**src/bsd_pkg.sv**
```systemverilog
// ----------------------------------------------------------------------------
// bsd_pkg
// Shared types, constants and helpers for the button scan debouncer.
// ----------------------------------------------------------------------------
package bsd_pkg;

  // Button count and derived widths
  localparam int NUM_BUTTONS = 4;
  localparam int PIN_COUNT   = 4;
  localparam int PIN_IDX_W   = $clog2(PIN_COUNT);
  localparam int IDX_W       = $clog2(NUM_BUTTONS + 1);
  localparam int CODE_W      = 3;
  localparam int TIME_W      = 32;

  localparam logic [TIME_W-1:0] SETTLE_DELAY_RST = 32'd6554;

  // Request kinds
  localparam logic REQ_TICK = 1'b0;
  localparam logic REQ_READ = 1'b1;

  // Reported phase numbers
  localparam logic [2:0] PHN_SETTLE   = 3'd0;
  localparam logic [2:0] PHN_SCAN     = 3'd1;
  localparam logic [2:0] PHN_DEBOUNCE = 3'd2;
  localparam logic [2:0] PHN_RELEASE  = 3'd3;
  localparam logic [2:0] PHN_HOLD     = 3'd4;

  localparam logic [CODE_W-1:0] CODE_NONE = 3'd0;

  typedef enum logic [4:0] {
    PH_SETTLE   = 5'b00001,
    PH_SCAN     = 5'b00010,
    PH_DEBOUNCE = 5'b00100,
    PH_RELEASE  = 5'b01000,
    PH_HOLD     = 5'b10000
  } phase_t;

  typedef struct packed {
    logic              req_type;
    logic [TIME_W-1:0] timer_now;
    logic [3:0]        pins_level;
  } bsd_in_t;

  typedef struct packed {
    logic [CODE_W-1:0] read_code;
    logic              beep;
    logic [2:0]        phase_now;
  } bsd_out_t;

  typedef struct packed {
    phase_t            phase;
    logic [IDX_W-1:0]  scan_index;
    logic [CODE_W-1:0] held_code;
    logic [TIME_W-1:0] mark_time;
  } bsd_state_t;

  // One-hot phase to reported number
  function automatic logic [2:0] phase_num(phase_t ph);
    logic [2:0] n;
    case (ph)
      PH_SETTLE:   n = PHN_SETTLE;
      PH_SCAN:     n = PHN_SCAN;
      PH_DEBOUNCE: n = PHN_DEBOUNCE;
      PH_RELEASE:  n = PHN_RELEASE;
      PH_HOLD:     n = PHN_HOLD;
      default:     n = PHN_SETTLE;
    endcase
    return n;
  endfunction

endpackage

```
**src/button_scan_debouncer_core.sv**
```systemverilog
// ----------------------------------------------------------------------------
// button_scan_debouncer_core
// Round-robin button scanner with debounce, release wait and hold.
// ----------------------------------------------------------------------------
// Timing: the input register loads on the transfer edge, the result register
//   on the edge where that item advances; state is updated on the same edge as
//   the result.
// Throughput: one item per cycle while results are taken; a stalled result holds
//   the item in the input register and drops in_ready.
// Reset (rst_n low, synchronous): settle phase, index 0, no held code, mark 0,
//   delay 6554, both pipeline registers empty.
module button_scan_debouncer_core (
  input  logic                       clk,
  input  logic                       rst_n,
  input  logic                       in_valid,
  output logic                       in_ready,
  input  bsd_pkg::bsd_in_t           in_data,
  output logic                       out_valid,
  input  logic                       out_ready,
  output bsd_pkg::bsd_out_t          out_data,
  input  logic                       cfg_we,
  input  logic [bsd_pkg::TIME_W-1:0] cfg_wdata
);
  import bsd_pkg::*;

  logic [TIME_W-1:0] delay_r;
  bsd_in_t           item_r;
  logic              item_vld_r;
  bsd_state_t        st_r;
  bsd_state_t        st_nxt;
  bsd_out_t          res_nxt;
  bsd_out_t          res_r;
  logic              res_vld_r;
  logic              advance;

  // Stage 1 moves on when the result register is free or being drained
  assign advance  = item_vld_r && (!res_vld_r || out_ready);
  assign in_ready = !item_vld_r || advance;

  // Delay register
  always_ff @(posedge clk) begin
    if (!rst_n) begin
      delay_r <= SETTLE_DELAY_RST;
    end else if (cfg_we) begin
      delay_r <= cfg_wdata;
    end
  end

  // Input register
  always_ff @(posedge clk) begin
    if (!rst_n) begin
      item_vld_r <= 1'b0;
    end else if (in_ready) begin
      item_vld_r <= in_valid;
    end
  end

  always_ff @(posedge clk) begin
    if (in_valid && in_ready) begin
      item_r <= in_data;
    end
  end

  bsd_step u_step (
    .st_i   (st_r),
    .item_i (item_r),
    .delay_i(delay_r),
    .st_o   (st_nxt),
    .res_o  (res_nxt)
  );

  // Scanner state
  always_ff @(posedge clk) begin
    if (!rst_n) begin
      st_r.phase      <= PH_SETTLE;
      st_r.scan_index <= '0;
      st_r.held_code  <= CODE_NONE;
      st_r.mark_time  <= '0;
    end else if (advance) begin
      st_r <= st_nxt;
    end
  end

  // Result register
  always_ff @(posedge clk) begin
    if (!rst_n) begin
      res_vld_r <= 1'b0;
    end else if (advance) begin
      res_vld_r <= 1'b1;
    end else if (out_ready) begin
      res_vld_r <= 1'b0;
    end
  end

  always_ff @(posedge clk) begin
    if (advance) begin
      res_r <= res_nxt;
    end
  end

  assign out_valid = res_vld_r;
  assign out_data  = res_r;

  // Checks
  a_beep_phase: assert property (@(posedge clk) disable iff (!rst_n)
    out_valid && out_data.beep |-> out_data.phase_now == PHN_DEBOUNCE)
    else $error("beep without entering debounce");

  a_read_phase: assert property (@(posedge clk) disable iff (!rst_n)
    out_valid && (out_data.read_code != CODE_NONE) |-> out_data.phase_now == PHN_SCAN)
    else $error("held code returned without restarting scan");

  a_beep_read: assert property (@(posedge clk) disable iff (!rst_n)
    out_valid |-> !(out_data.beep && (out_data.read_code != CODE_NONE)))
    else $error("beep together with a read code");

  a_idx_range: assert property (@(posedge clk) disable iff (!rst_n)
    st_r.scan_index <= IDX_W'(NUM_BUTTONS))
    else $error("scan index past wrap point");

  a_advance_out: assert property (@(posedge clk) disable iff (!rst_n)
    advance |=> out_valid)
    else $error("stage transfer lost its result");

endmodule

```
**src/bsd_step.sv**
```systemverilog
// ----------------------------------------------------------------------------
// bsd_step
// Next-state and result logic for one tick or read transfer.
// ----------------------------------------------------------------------------
module bsd_step (
  input  bsd_pkg::bsd_state_t        st_i,
  input  bsd_pkg::bsd_in_t           item_i,
  input  logic [bsd_pkg::TIME_W-1:0] delay_i,
  output bsd_pkg::bsd_state_t        st_o,
  output bsd_pkg::bsd_out_t          res_o
);
  import bsd_pkg::*;

  logic [TIME_W-1:0]        elapsed;
  logic                     expired;
  logic [PIN_IDX_W+IDX_W-1:0] idx_ext;
  logic                     pin_hi;
  logic [IDX_W:0]           idx_inc;
  logic [CODE_W-1:0]        code;
  logic                     beep;

  // Absolute timer difference against the mark, strictly past the delay
  always_comb begin
    if (item_i.timer_now >= st_i.mark_time) begin
      elapsed = item_i.timer_now - st_i.mark_time;
    end else begin
      elapsed = st_i.mark_time - item_i.timer_now;
    end
    expired = (elapsed > delay_i);
  end

  // Pin of the current button; indexes past the pins read as released
  always_comb begin
    idx_ext = {{PIN_IDX_W{1'b0}}, st_i.scan_index};
    if (idx_ext >= (PIN_IDX_W + IDX_W)'(PIN_COUNT)) begin
      pin_hi = 1'b1;
    end else begin
      pin_hi = item_i.pins_level[idx_ext[PIN_IDX_W-1:0]];
    end
    idx_inc = {1'b0, st_i.scan_index} + 1'b1;
  end

  // Phase update
  always_comb begin
    st_o = st_i;
    code = CODE_NONE;
    beep = 1'b0;
    if (item_i.req_type == REQ_READ) begin
      if (st_i.phase == PH_HOLD) begin
        code            = st_i.held_code;
        st_o.held_code  = CODE_NONE;
        st_o.scan_index = '0;
        st_o.phase      = PH_SCAN;
      end
    end else begin
      case (st_i.phase)
        PH_SETTLE: begin
          if (expired) st_o.phase = PH_SCAN;
        end
        PH_SCAN: begin
          if (st_i.scan_index < IDX_W'(NUM_BUTTONS)) begin
            if (!pin_hi) begin
              st_o.held_code = CODE_W'(idx_inc);
              st_o.mark_time = item_i.timer_now;
              st_o.phase     = PH_DEBOUNCE;
              beep           = 1'b1;
            end else begin
              st_o.scan_index = idx_inc[IDX_W-1:0];
            end
          end else begin
            // wrap costs a tick of its own
            st_o.scan_index = '0;
          end
        end
        PH_DEBOUNCE: begin
          if (expired) st_o.phase = PH_RELEASE;
        end
        PH_RELEASE: begin
          if (pin_hi) begin
            st_o.mark_time = item_i.timer_now;
            st_o.phase     = PH_HOLD;
          end
        end
        PH_HOLD: begin
          if (expired) begin
            st_o.held_code  = CODE_NONE;
            st_o.scan_index = '0;
            st_o.phase      = PH_SCAN;
          end
        end
        default: begin
          st_o = st_i;
        end
      endcase
    end
  end

  assign res_o.read_code = code;
  assign res_o.beep      = beep;
  assign res_o.phase_now = phase_num(st_o.phase);

endmodule

```
**config.mk**
```make
export PLATFORM = sky130hd
export DESIGN_NAME = button_scan_debouncer_core
export DESIGN_NICKNAME = d
export VERILOG_FILES = /design/src/bsd_pkg.sv /design/src/button_scan_debouncer_core.sv /design/src/bsd_step.sv
export SDC_FILE = /design/constraint.sdc
export NUM_CORES = 1
export LEC_CHECK = 0
export ABC_AREA = 1
export ABC_CLOCK_PERIOD_IN_PS = 6300
export BUFFER_PORTS_ARGS = -buffer_cell sky130_fd_sc_hd__buf_4
export CORE_AREA = 2 2 180 182
export DETAILED_ROUTE_END_ITERATION = 10
export DIE_AREA = 0 0 182 184
export SYNTH_ARGS = -nofsm -noshare
export SYNTH_HDL_FRONTEND = slang
export SYNTH_SLANG_ARGS = --single-unit
```
**constraint.sdc**
```tcl
create_clock -name clk -period 6.3 [get_ports clk]
set_input_delay 0.315 -clock clk [delete_from_list [all_inputs] [get_ports clk]]
set_output_delay 0.315 -clock clk [all_outputs]
set_load 0.03 [all_outputs]
```
==> results of run 1 <==
-- path summary, 6_finish.rpt --
check / start / to / slack [ns] / cells after the start
worst max-delay path: item_r[4]$_DFFE_PP_ / out_data[0]$_DFFE_PP_ / 1.16 / 30
worst min-delay path: in_data[9] / item_r[9]$_DFFE_PP_ / 0.04 / 1
worst max register to register: item_r[4]$_DFFE_PP_ / out_data[0]$_DFFE_PP_ / 1.16 / 30
worst min register to register: st_r[31]$_SDFFE_PN0P_ / st_r[31]$_SDFFE_PN0P_ / 0.46 / 2
-- registers in the layout, indices dropped and copies added, names as in the netlist --
register / cells
st_r: 43
item_r: 37
delay_r: 32
out_data: 7
item_vld_r: 1
out_valid: 1
-- routing by layer --
| layer | part of all wire (%) | vias to the layer above | global-route usage [%] |
|---|---|---|---|
| met4 | 1.4 | 0 | 4.39 |
| li1 | - | 4493 | - |
| met5 | 0 | - | 0 |
| met1 | 46 | 4022 | 22.1 |
| met3 | 5.5 | 26 | 3.19 |
| met2 | 47 | 216 | 29.1 |
-- Yosys cell counts, drive strengths merged, types with 2 or more instances --
| cell | instances | area share, % |
|---|---|---|
| a21o | 14 | 1.1 |
| a21oi | 185 | 10 |
| a31oi | 4 | 0.33 |
| buf | 16 | 0.98 |
| clkbuf | 22 | 0.88 |
| dfxtp | 77 | 16 |
| edfxtp | 44 | 14 |
| fa | 2 | 0.43 |
| ha | 97 | 13 |
| inv | 228 | 9.2 |
| nand2 | 263 | 11 |
| nand3 | 30 | 1.7 |
| nand3b | 3 | 0.24 |
| nand4 | 9 | 0.73 |
| nor2 | 110 | 4.6 |
| nor3 | 11 | 0.69 |
| o2111ai | 3 | 0.35 |
| o211ai | 6 | 0.59 |
| o21a | 4 | 0.32 |
| o21ai | 140 | 7.5 |
| o21bai | 8 | 0.68 |
| o221ai | 5 | 0.47 |
| o311ai | 2 | 0.19 |
| xnor2 | 4 | 0.37 |
| xor2 | 39 | 3.6 |
-- kinds of logic (layout without fill, tap and decap cells) --
logic type | count (synthesis) | after routing | synth area share, %
XOR/XNOR | 43 | 43 | 4.02
AND/OR/NAND/NOR | 428 | 428 | 18.9
flip-flops | 121 | 121 | 30.6
AO/OA/AOI/OAI | 376 | 376 | 22.1
buffers and inverters | 266 | 346 | 11.0
adder cells (fa/ha/maj) | 99 | 99 | 13.4
-- stage by stage --
step	std cells	hold slack (ns)
finish	1815	0.0444
CTS	1815	0.0284
detailed placement	1783	0.456
floorplan	1333	0.414
global route	1815	0.0336
global placement	1783	0.447
-- layout make-up --
class	instances	share of cell area [%]
clock buffer	17	3.88
clock inverter	15	1.62
inverter	228	7.83
multi-input combinational	946	50.0
sequential	121	26.1
tap	402	4.59
timing repair buffer	86	5.89
-- where the power goes --
group | internal (W) | switching [W]
combinational | 0.000173 | 0.000299
clock | 0.000598 | 0.000422
sequential | 0.000846 | 0.0000184
-- critical path: cells and delay by family (launching register included) --
family | cells | cell delay (ns)
simple gates | 16 | 1.88
compound gates | 6 | 0.85
fa+ha+maj | 3 | 1.00
flops | 1 | 0.42
buf+inv | 5 | 0.73
-- cells in the final DEF (no fill, tap or decap), drive strengths merged, types with 3 or more instances in the layout --
cell / instances
o221ai: 5
a21o: 14
nor2: 110
o2111ai: 3
a31oi: 4
nor3: 11
xor2: 39
a21oi: 185
buf: 86
clkinv: 3
o211ai: 6
inv: 237
xnor2: 4
dfxtp: 77
o21bai: 8
o21a: 4
edfxtp: 44
nand3b: 3
nand4: 9
ha: 97
clkbuf: 17
nand3: 30
nand2: 263
o21ai: 140
==> key figures, run 1 <==
STA
  • Worst slew pin tran: 0.616 ns
  • Minimum clock period after layout: 5.14 ns
  • Setup TNS: 0 ns
  • Worst clock skew: 0.0124 ns
  • Relative slew slack: 58.9%
  • Final worst setup slack: 1.16 ns
  • Fmax: 0.194 GHz
  • Setup violators final: 0
  • Period utilization: 81.6%
  • RSZ-0062 raised after global routing: no
  • Hold Fails Final Rpt: 0
  • Slew Viols, Final: 0

CTS
  • Max Root-Sink Buffers: 2
  • Post-CTS Setup Bufs: 0
  • H-Tree Depth: 4
  • Root Buffer: clkbuf_16
  • Worst-Skew Late Latency: 0.44 ns
  • Total CTS buffers: 17
  • Worst-path clk slew: 0.07 ns
  • Resize count post-CTS: 0
  • Clock sinks: 121
  • Hold bufs inserted after CTS: 0
  • TritonCTS clock tree: yes

Die
  • Die Wd: 182 um
  • Std-Cell Rows: 65
  • Die Y: 184 um
  • DIE AREA: 33500 um^2
  • Initial core utilization: 29.8%
  • Core ar.: 31400 um^2
  • Ports: 83

Setup path
  • Startpoint types: flop
  • Crit path top cell by count: nand2_1
  • Data required, critical path: 6.49 ns
  • Crit path capture type: flop
  • Critical path arrival: 5.33 ns
  • Crit path max fanout: 36
  • Crit path kind: reg2reg
  • Crit-path max cell delay: 0.49 ns
  • CP max-delay cell: fa_1

Global route
  • Initial antenna violation count: 0
  • GRT overflow: 0
  • First-pass GRT wire length: 45100 um
  • Vias in the first global route: 8681
  • Largest net degree at the start of global routing: 65
  • Gr usage total: 17.0%

Drt
  • Final wirelength: 27700 um
  • Average wire per standard cell: 15.3 um
  • Via density per instance: 4.82
  • DRC: 0
  • Iter 0 DRT Violations: 650
  • First-pass DRT Iterations: 7
  • Via count: 8757
  • Post-route ant nets: 0

Power and ir drop
  • Total chip power: 0.00236 W
  • IR drop worst, VDD: 0.000233 V
  • Leakage: 5.12 nW
  • PD cells: 215 nW/um^2

Finish
  • Layout cell share with drive strength beyond 1: 11.2%
  • Fillers: 3359
  • Area of the multi-input gates: 5480 um^2
  • Antenna Cells: 0
  • Register area: 2860 um^2
  • P&R area growth vs syn: 17.0%
  • Util after Layout: 34.9%
  • Final nets: 1573
  • Post-route cell area: 11000 um^2

Placement
  • Dpl ws: 1.23 ns
  • IO Port Bufs: 82
  • GP Congestion: 0.948
  • Hpwl dp: 22100 um
  • Dpl cell area: 10400 um^2

Yosys
  • Asr flop ratio synth: 0%
  • Synthesized area per cell: 7.03 um^2
  • Post-synth cell types: 48
  • Post-Syn Nets: 1506
  • Ys Warns: 0
  • Mapped Area: 9370 um^2
  • #FFs+latches synth: 121
  • Register area share after synthesis: 30.6%
  • Most used DFF post-synth: dfxtp_1
  • Synth Instances: 1333
  • Number of synthesized flops with an enable pin: 44

Outcome
  • Outcome: finished clean

Worst hold path
  • Worst Hold Class: in2reg

Job
  • Max_cap viols: 0
(Power assumes the default switching activity.)
==> inputs of run 2 (changes only) <==
- ABC_CLOCK_PERIOD_IN_PS: 6300 -> 4150
- clock period: 6.3 -> 4.15 ns (I/O delays scaled with it)
==> run 2 against run 1 <==
Against the previous run:
- fmax increased by 24%
- routed wire length increased by 5.8%
- die area unchanged
- register-to-register slack got worse by 1.1 ns
- via count increased by 7.0%
- setup slack got worse by 1.1 ns
- combinational power increased by 98%
- hold slack got worse by 0.030 ns
- final area increased by 17%
- sequential cell count unchanged
- sequential share of layout area decreased by 3.9 points
- largest cell class unchanged
- highest routed layer unchanged
==> key figures, run 2 (synthesis gave the netlist of run 1 again) <==
Drt
  • Via count: 9371 (+7.0%)
  • Metal-1 WL: 14200 um (+11%)
  • Average wire per standard cell: 14.7 um (-3.6%)
  • DRC: 0 (unchanged)
  • Post-route ant nets: 0 (unchanged)
  • Final wirelength: 29300 um (+5.8%)
  • Met2 Wirelength: 13500 um (+4.4%)
  • First-pass DRT Iterations: 5 (-2)
  • Met3 wire len: 1160 um (-24%)
  • Via density per instance: 4.70 (-2.5%)
  • Top layer in use: met4
  • Iter 0 DRT Violations: 513 (-21%)

Worst hold path
  • Worst Hold Class: in2reg
  • Hold_sp: cfg_wdata[0]

STA
  • Worst clock skew: 0.0144 ns (+0.00191 ns)
  • Period utilization: 99.6% (+18 points)
  • Worst slew pin tran: 0.798 ns (+0.182 ns)
  • Final worst setup slack: 0.0161 ns (-1.14 ns)
  • Hold Fails Final Rpt: 0 (unchanged)
  • Slew Viols, Final: 0 (unchanged)
  • RSZ-0062 raised after global routing: yes
  • Minimum clock period after layout: 4.13 ns (-1.01 ns)
  • Relative slew slack: 46.7% (-12 points)
  • Fmax: 0.242 GHz (+24%)
  • Setup violators final: 0 (unchanged)

Setup path
  • Critical path arrival: 4.33 ns (-1.00 ns)
  • Crit path kind: reg2reg
  • CP max-delay cell: edfxtp_1
  • Crit path to: out_data[0]$_DFFE_PP_
  • Worst r2r src: item_r[4]$_DFFE_PP_
  • Startpoint types: flop
  • R2R depth: 30 (unchanged)
  • R2r setup slk: 0.02 ns (-1.14 ns)
  • R2r endpoint: out_data[0]$_DFFE_PP_
  • Data required, critical path: 4.35 ns (-2.14 ns)
  • Crit. Startpoint: item_r[4]$_DFFE_PP_
  • Crit path capture type: flop
  • Crit-path max cell delay: 0.40 ns (-0.09 ns)
  • Crit path max fanout: 10 (-72%)
  • Crit path top cell by count: nand2_1

Placement
  • Dpl ws: -0.300 ns (-1.53 ns)
  • Hpwl dp: 23300 um (+5.3%)
  • IO Port Bufs: 82 (unchanged)
  • DP Cell Count: 1897 (+6.4%)
  • GP Congestion: 0.954 (+0.64%)

Outcome
  • Outcome: finished clean

Global route
  • Vias in the first global route: 9122 (+5.1%)
  • Largest net degree at the start of global routing: 65 (unchanged)
  • Gr usage total: 17.8% (+0.75 points)
  • GRT overflow: 0 (unchanged)
  • Initial antenna violation count: 0 (unchanged)
  • First-pass GRT wire length: 47100 um (+4.4%)

Finish
  • Most frequent cells in the layout: nand2_1 (230), buf_4 (212), inv_1 (211)
  • Biggest register: st_r
  • Largest regs: st_r (43), item_r (37), delay_r (32)
  • Commonest non-fill, non-tap cell in the layout: nand2_1
  • Layout cell share with drive strength beyond 1: 23.6% (+12 points)
  • Final nets: 1751 (+11%)
  • Finished Layout Cells: 1993 (+9.8%)
  • Antenna Cells: 0 (unchanged)
  • Largest register FFs: 43 (unchanged)
  • P&R area growth vs syn: 37.2%

Die
  • Core ar.: 31400 um^2 (unchanged)
  • Die Wd: 182 um (unchanged)
  • Std-Cell Rows: 65 (unchanged)
  • Die Y: 184 um (unchanged)
  • Ports: 83 (unchanged)
  • Initial core utilization: 29.8% (unchanged)
  • DIE AREA: 33500 um^2 (unchanged)

CTS
  • Max Root-Sink Buffers: 2 (unchanged)
  • Worst-path clk slew: 0.07 ns (about the same)
  • TritonCTS clock tree: yes
  • Clock sinks: 121 (unchanged)
  • Worst-Skew Late Latency: 0.44 ns (about the same)
  • H-Tree Depth: 4 (unchanged)
  • Root Buffer: clkbuf_16
  • Total CTS buffers: 17 (unchanged)

Power and ir drop
  • PD cells: 293 nW/um^2 (+36%)
  • Leakage: 5.96 nW (+16%)
  • IR drop worst, VDD: 0.000268 V (+15%)

Job
  • Max_cap viols: 0 (unchanged)
run 2: cell types whose count changed in the layout (fill, tap and decap cells not counted), moves of 12 or more:
cell           change
a21oi_1           -12
nand2_1           -26
nand2_2           +24
buf_4            +126
ha_1              -19
dlygate4sd3_1     +44
run 2: final cells by class:
class	count	area (um^2)
flip-flops and latches	121	2860
fillers	3296	18500
inverters	228	863
repair buffers	264	2150
clock inverters	15	155
well taps	402	503
clock buffers	17	425
multi-input cells	946	5890
run 2: how the worst min path moves through the flow:
stage | slack [ns] | depth (start not counted) | to
6_report | 0.01 | 3 | delay_r[0]$_SDFFE_PN0P_
3_3_place_gp | 0.39 | 1 | item_r[26]$_DFFE_PP_
4_1_cts | 0.003 | 3 | delay_r[0]$_SDFFE_PN0P_
3_5_place_dp | 0.39 | 1 | item_r[25]$_DFFE_PP_
2_1_floorplan | 0.31 | 0 | item_r[0]$_DFFE_PP_
5_1_grt | 0.02 | 3 | delay_r[0]$_SDFFE_PN0P_
run 2: per-layer routing:
| metal | global-route usage (%) | vias to the layer above |
|---|---|---|
| li1 | - | 4857 |
| met1 | 23.6 | 4308 |
| met2 | 30.3 | 173 |
| met3 | 2.73 | 33 |
| met4 | 4.35 | 0 |
| met5 | 0 | - |
run 2: timing repair:
action                     in CTS  in global routing
hold endpoints to repair       44                  0
setup endpoints to repair      14                 14
hold buffers                   44                  0
resized for setup              57                 63
pin swaps                      31                 27
buffers inserted                9                 11
run 2: critical path, delay by kind of cell, from the launching register on:
kind	cells	cell delay [ns]
buf+inv	7	0.60
flops	1	0.40
simple gates	17	1.63
compound gates	3	0.43
fa+ha+maj	3	0.84
run 2: where the power goes:
| group | internal (W) | leakage [nW] | switching (W) | total (W) |
|---|---|---|---|---|
| clock | 0.000849 | 0.274 | 0.000674 | 0.00152 |
| combinational | 0.000410 | 4.62 | 0.000523 | 0.000933 |
| sequential | 0.00128 | 1.06 | 0.0000258 | 0.00131 |
| total | 0.00254 | 5.96 | 0.00122 | 0.00377 |
run 2: metrics by stage:
step	instance area (um^2)	utilization (%)	hold slack, ns	power, W	setup TNS, ns
after global placement	11200	35.7	0.386	0.00212	-2.41
after detailed placement	11200	35.7	0.387	0.00213	-2.17
after floorplan	9370	-	0.306	0.00182	0
after global routing	12800	40.9	0.0218	0.00398	-3.02
final	12800	40.9	0.0146	0.00377	0
after CTS	12500	39.9	0.00331	0.00376	-0.0475
==> inputs of run 3 (changes only) <==
- CORE_AREA: 2 2 180 182 -> 2 2 193 195
- DIE_AREA: 0 0 182 184 -> 0 0 195 197
==> run 3 against run 2 <==
Against the previous run:
- the flow now finishes with violations (setup timing)
- routed wire length is 2.6% higher
- final area rose by 1.2%
- count of clock-buffer cells in the layout up 7
- setup slack got worse by 0.11 ns
- non-clock buffer count up 6
- combinational power increased by 0.8%
- sequential power is essentially flat
- critical path type unchanged
- critical endpoint is now out_data[2]$_DFFE_PP_
==> key figures, run 3 (synthesis gave the netlist of run 1 again) <==
Setup path
  • CP max-delay cell: edfxtp_1
  • Crit path kind: reg2reg
  • Crit path max fanout: 7 (-3)
  • Crit-path max cell delay: 0.42 ns (+0.02 ns)
  • Crit path top cell by count: nand2_1
  • Critical path arrival: 4.56 ns (+0.23 ns)
  • CP top delay family: simple AND/OR/NAND/NOR gates
  • Worst r2r src: item_r[4]$_DFFE_PP_
  • R2r endpoint: out_data[2]$_DFFE_PP_
  • Startpoint types: flop
  • Crit path capture type: flop
  • CP bufs+invs: 6 (-1)
  • R2R depth: 31 (+3.3%)
  • R2r setup slk: -0.09 ns (-0.11 ns)
  • Data required, critical path: 4.46 ns (+0.11 ns)

Power and ir drop
  • Total chip power: 0.00375 W (-0.46%)
  • Sequential share of power: 35.0% (+0.2 points)
  • Gate power share: 25.1% (+0.3 points)
  • Clock power frac: 39.9% (-0.5 points)
  • Sw Pwr: 0.00113 W (-7.5%)
  • PD cells: 288 nW/um^2 (-1.7%)
  • Switching fraction of total power: 30.2% (-2.3 points)
  • IR drop worst, VDD: 0.000253 V (-5.6%)
  • P_int: 0.00262 W (+2.9%)
  • Leakage: 6.05 nW (+1.6%)

Outcome
  • Violated checks: setup timing
  • Outcome: finished with violations

Die
  • Std-Cell Rows: 70 (+7.7%)
  • Core ar.: 36300 um^2 (+16%)
  • Initial core utilization: 25.8% (-4.0 points)
  • Die Y: 197 um (+7.1%)
  • Die Wd: 195 um (+7.1%)
  • DIE AREA: 38400 um^2 (+15%)
  • Ports: 83 (unchanged)

Global route
  • First-pass GRT wire length: 47800 um (+1.4%)
  • Initial antenna violation count: 0 (unchanged)
  • GRT overflow: 0 (unchanged)
  • Gr usage total: 15.8% (-2.0 points)
  • Vias in the first global route: 9321 (+2.2%)
  • Largest net degree at the start of global routing: 65 (unchanged)

Finish
  • Commonest non-fill, non-tap cell in the layout: nand2_1
  • Layout cell share with drive strength beyond 1: 24.7% (+1.1 points)
  • Largest regs: st_r (43), item_r (37), delay_r (32)
  • Final nets: 1757 (+0.34%)
  • Fillers: 3873 (+18%)
  • Antenna Cells: 0 (unchanged)
  • Largest register FFs: 43 (unchanged)
  • Biggest register: st_r
  • Post-route cell area: 13000 um^2 (+1.2%)
  • P&R area growth vs syn: 38.9%
  • Most frequent cells in the layout: nand2_1 (235), buf_4 (218), inv_1 (212)
  • Finished Layout Cells: 2065 (+3.6%)

STA
  • Hold Fails Final Rpt: 0 (unchanged)
  • Worst slew pin tran: 0.981 ns (+0.183 ns)
  • Fmax: 0.236 GHz (-2.6%)
  • Worst clock skew: 0.00940 ns (-0.00495 ns)
  • Minimum clock period after layout: 4.24 ns (+0.111 ns)
  • Setup TNS: -0.237 ns (-0.237 ns)
  • Final worst setup slack: -0.0946 ns (-0.111 ns)
  • RSZ-0062 raised after global routing: yes
  • Relative slew slack: 34.5% (-12 points)
  • Setup violators final: 3 (+3)
  • Slew Viols, Final: 0 (unchanged)
  • Period utilization: 102% (+2.7 points)

Worst hold path
  • Hold Path Sink: delay_r[0]$_SDFFE_PN0P_
  • Hold_sp: cfg_wdata[0]
  • Worst Hold Class: in2reg
  • Number of cells on the worst hold path: 3 (unchanged)

Drt
  • Iter 0 DRT Violations: 441 (-14%)
  • Via density per instance: 4.55 (-3.2%)
  • Via count: 9402 (+0.33%)
  • First-pass DRT Iterations: 5 (unchanged)
  • DRC: 0 (unchanged)
  • Post-route ant nets: 0 (unchanged)
  • Final wirelength: 30000 um (+2.6%)
  • Average wire per standard cell: 14.6 um (-1.0%)

CTS
  • H-Tree Depth: 4 (unchanged)
  • Max Root-Sink Buffers: 2 (unchanged)
  • Root Buffer: clkbuf_16
  • TritonCTS clock tree: yes
  • Total CTS buffers: 17 (unchanged)
  • Worst-path clk slew: 0.06 ns (about the same)
  • Worst-Skew Late Latency: 0.44 ns (about the same)
  • Clock sinks: 121 (unchanged)

Placement
  • GP Congestion: 0.915 (-4.1%)
  • DP Cell Count: 1972 (+4.0%)
  • Hpwl dp: 24200 um (+3.9%)
  • IO Port Bufs: 82 (unchanged)
  • Dpl cell area: 11400 um^2 (+1.5%)

Job
  • Max_cap viols: 0 (unchanged)
==> run 3: layer usage <==
metal / share of wire, % / track usage [%] / routed length, um / up-vias
li1: - / - / - / 4872
met1: 48 / 21.4 / 14500 / 4307
met2: 45 / 25.7 / 13600 / 187
met3: 4.6 / 2.77 / 1400 / 36
met4: 1.7 / 4.41 / 522 / 0
met5: 0 / 0 / 0 / -
==> run 3: worst min-delay path: stages <==
cell and delay [ns]:
buf_4 0.08, nor2_1 0.04, nor2_1 0.09
==> run 3: layout make-up <==
cell class                 count  area, um^2  area share (%)
timing repair buffer         270        2200            16.9
sequential                   121        2860            22.0
clock inverter                 8        52.6           0.404
tap                          468         586            4.50
clock buffer                  24         547            4.20
inverter                     228         868            6.67
multi-input combinational    946        5900            45.3
==> run 3: worst max path at each step <==
| stage | from | to | slack [ns] | depth (start not counted) |
|---|---|---|---|---|
| 2_1_floorplan | item_r[4]$_DFFE_PP_ | out_data[1]$_DFFE_PP_ | 0.29 | 31 |
| 3_3_place_gp | item_r[13]$_DFFE_PP_ | out_data[1]$_DFFE_PP_ | -0.14 | 27 |
| 4_1_cts | item_r[18]$_DFFE_PP_ | out_data[2]$_DFFE_PP_ | -0.0008 | 26 |
| 3_5_place_dp | item_r[15]$_DFFE_PP_ | out_data[2]$_DFFE_PP_ | -0.12 | 27 |
| 6_report | item_r[4]$_DFFE_PP_ | out_data[2]$_DFFE_PP_ | -0.09 | 31 |
| 5_1_grt | item_r[4]$_DFFE_PP_ | out_data[2]$_DFFE_PP_ | -0.39 | 31 |
==> run 3: stage by stage <==
stage	hold slack, ns	util (%)	setup slack, ns
after floorplan	0.306	-	0.292
after global placement	0.387	31.4	-0.138
after detailed placement	0.387	31.4	-0.120
after CTS	0.00902	34.5	-0.000760
after global routing	0.0254	35.9	-0.392
final	0.0191	35.9	-0.0946
==> run 3: what timing repair did <==
item                                    CTS  global route
setup buffers                             0            17
hold endpoints to repair                 44             0
endpoints found under the setup margin    6            14
pin swaps                                 0            39
gates cloned                              0             0
resized for setup                        27           110
hold buffers                             44             0
==> run 3: power by group through the flow <==
| stage | Combinational [W] | Clock (W) | Sequential (W) |
|---|---|---|---|
| after floorplan | 0.000488 | 0 | 0.00134 |
| after global placement | 0.000799 | 0 | 0.00134 |
| after detailed placement | 0.000808 | 0 | 0.00134 |
| after CTS | 0.000853 | 0.00154 | 0.00131 |
| after global routing | 0.00106 | 0.00159 | 0.00132 |
| final | 0.000940 | 0.00150 | 0.00131 |
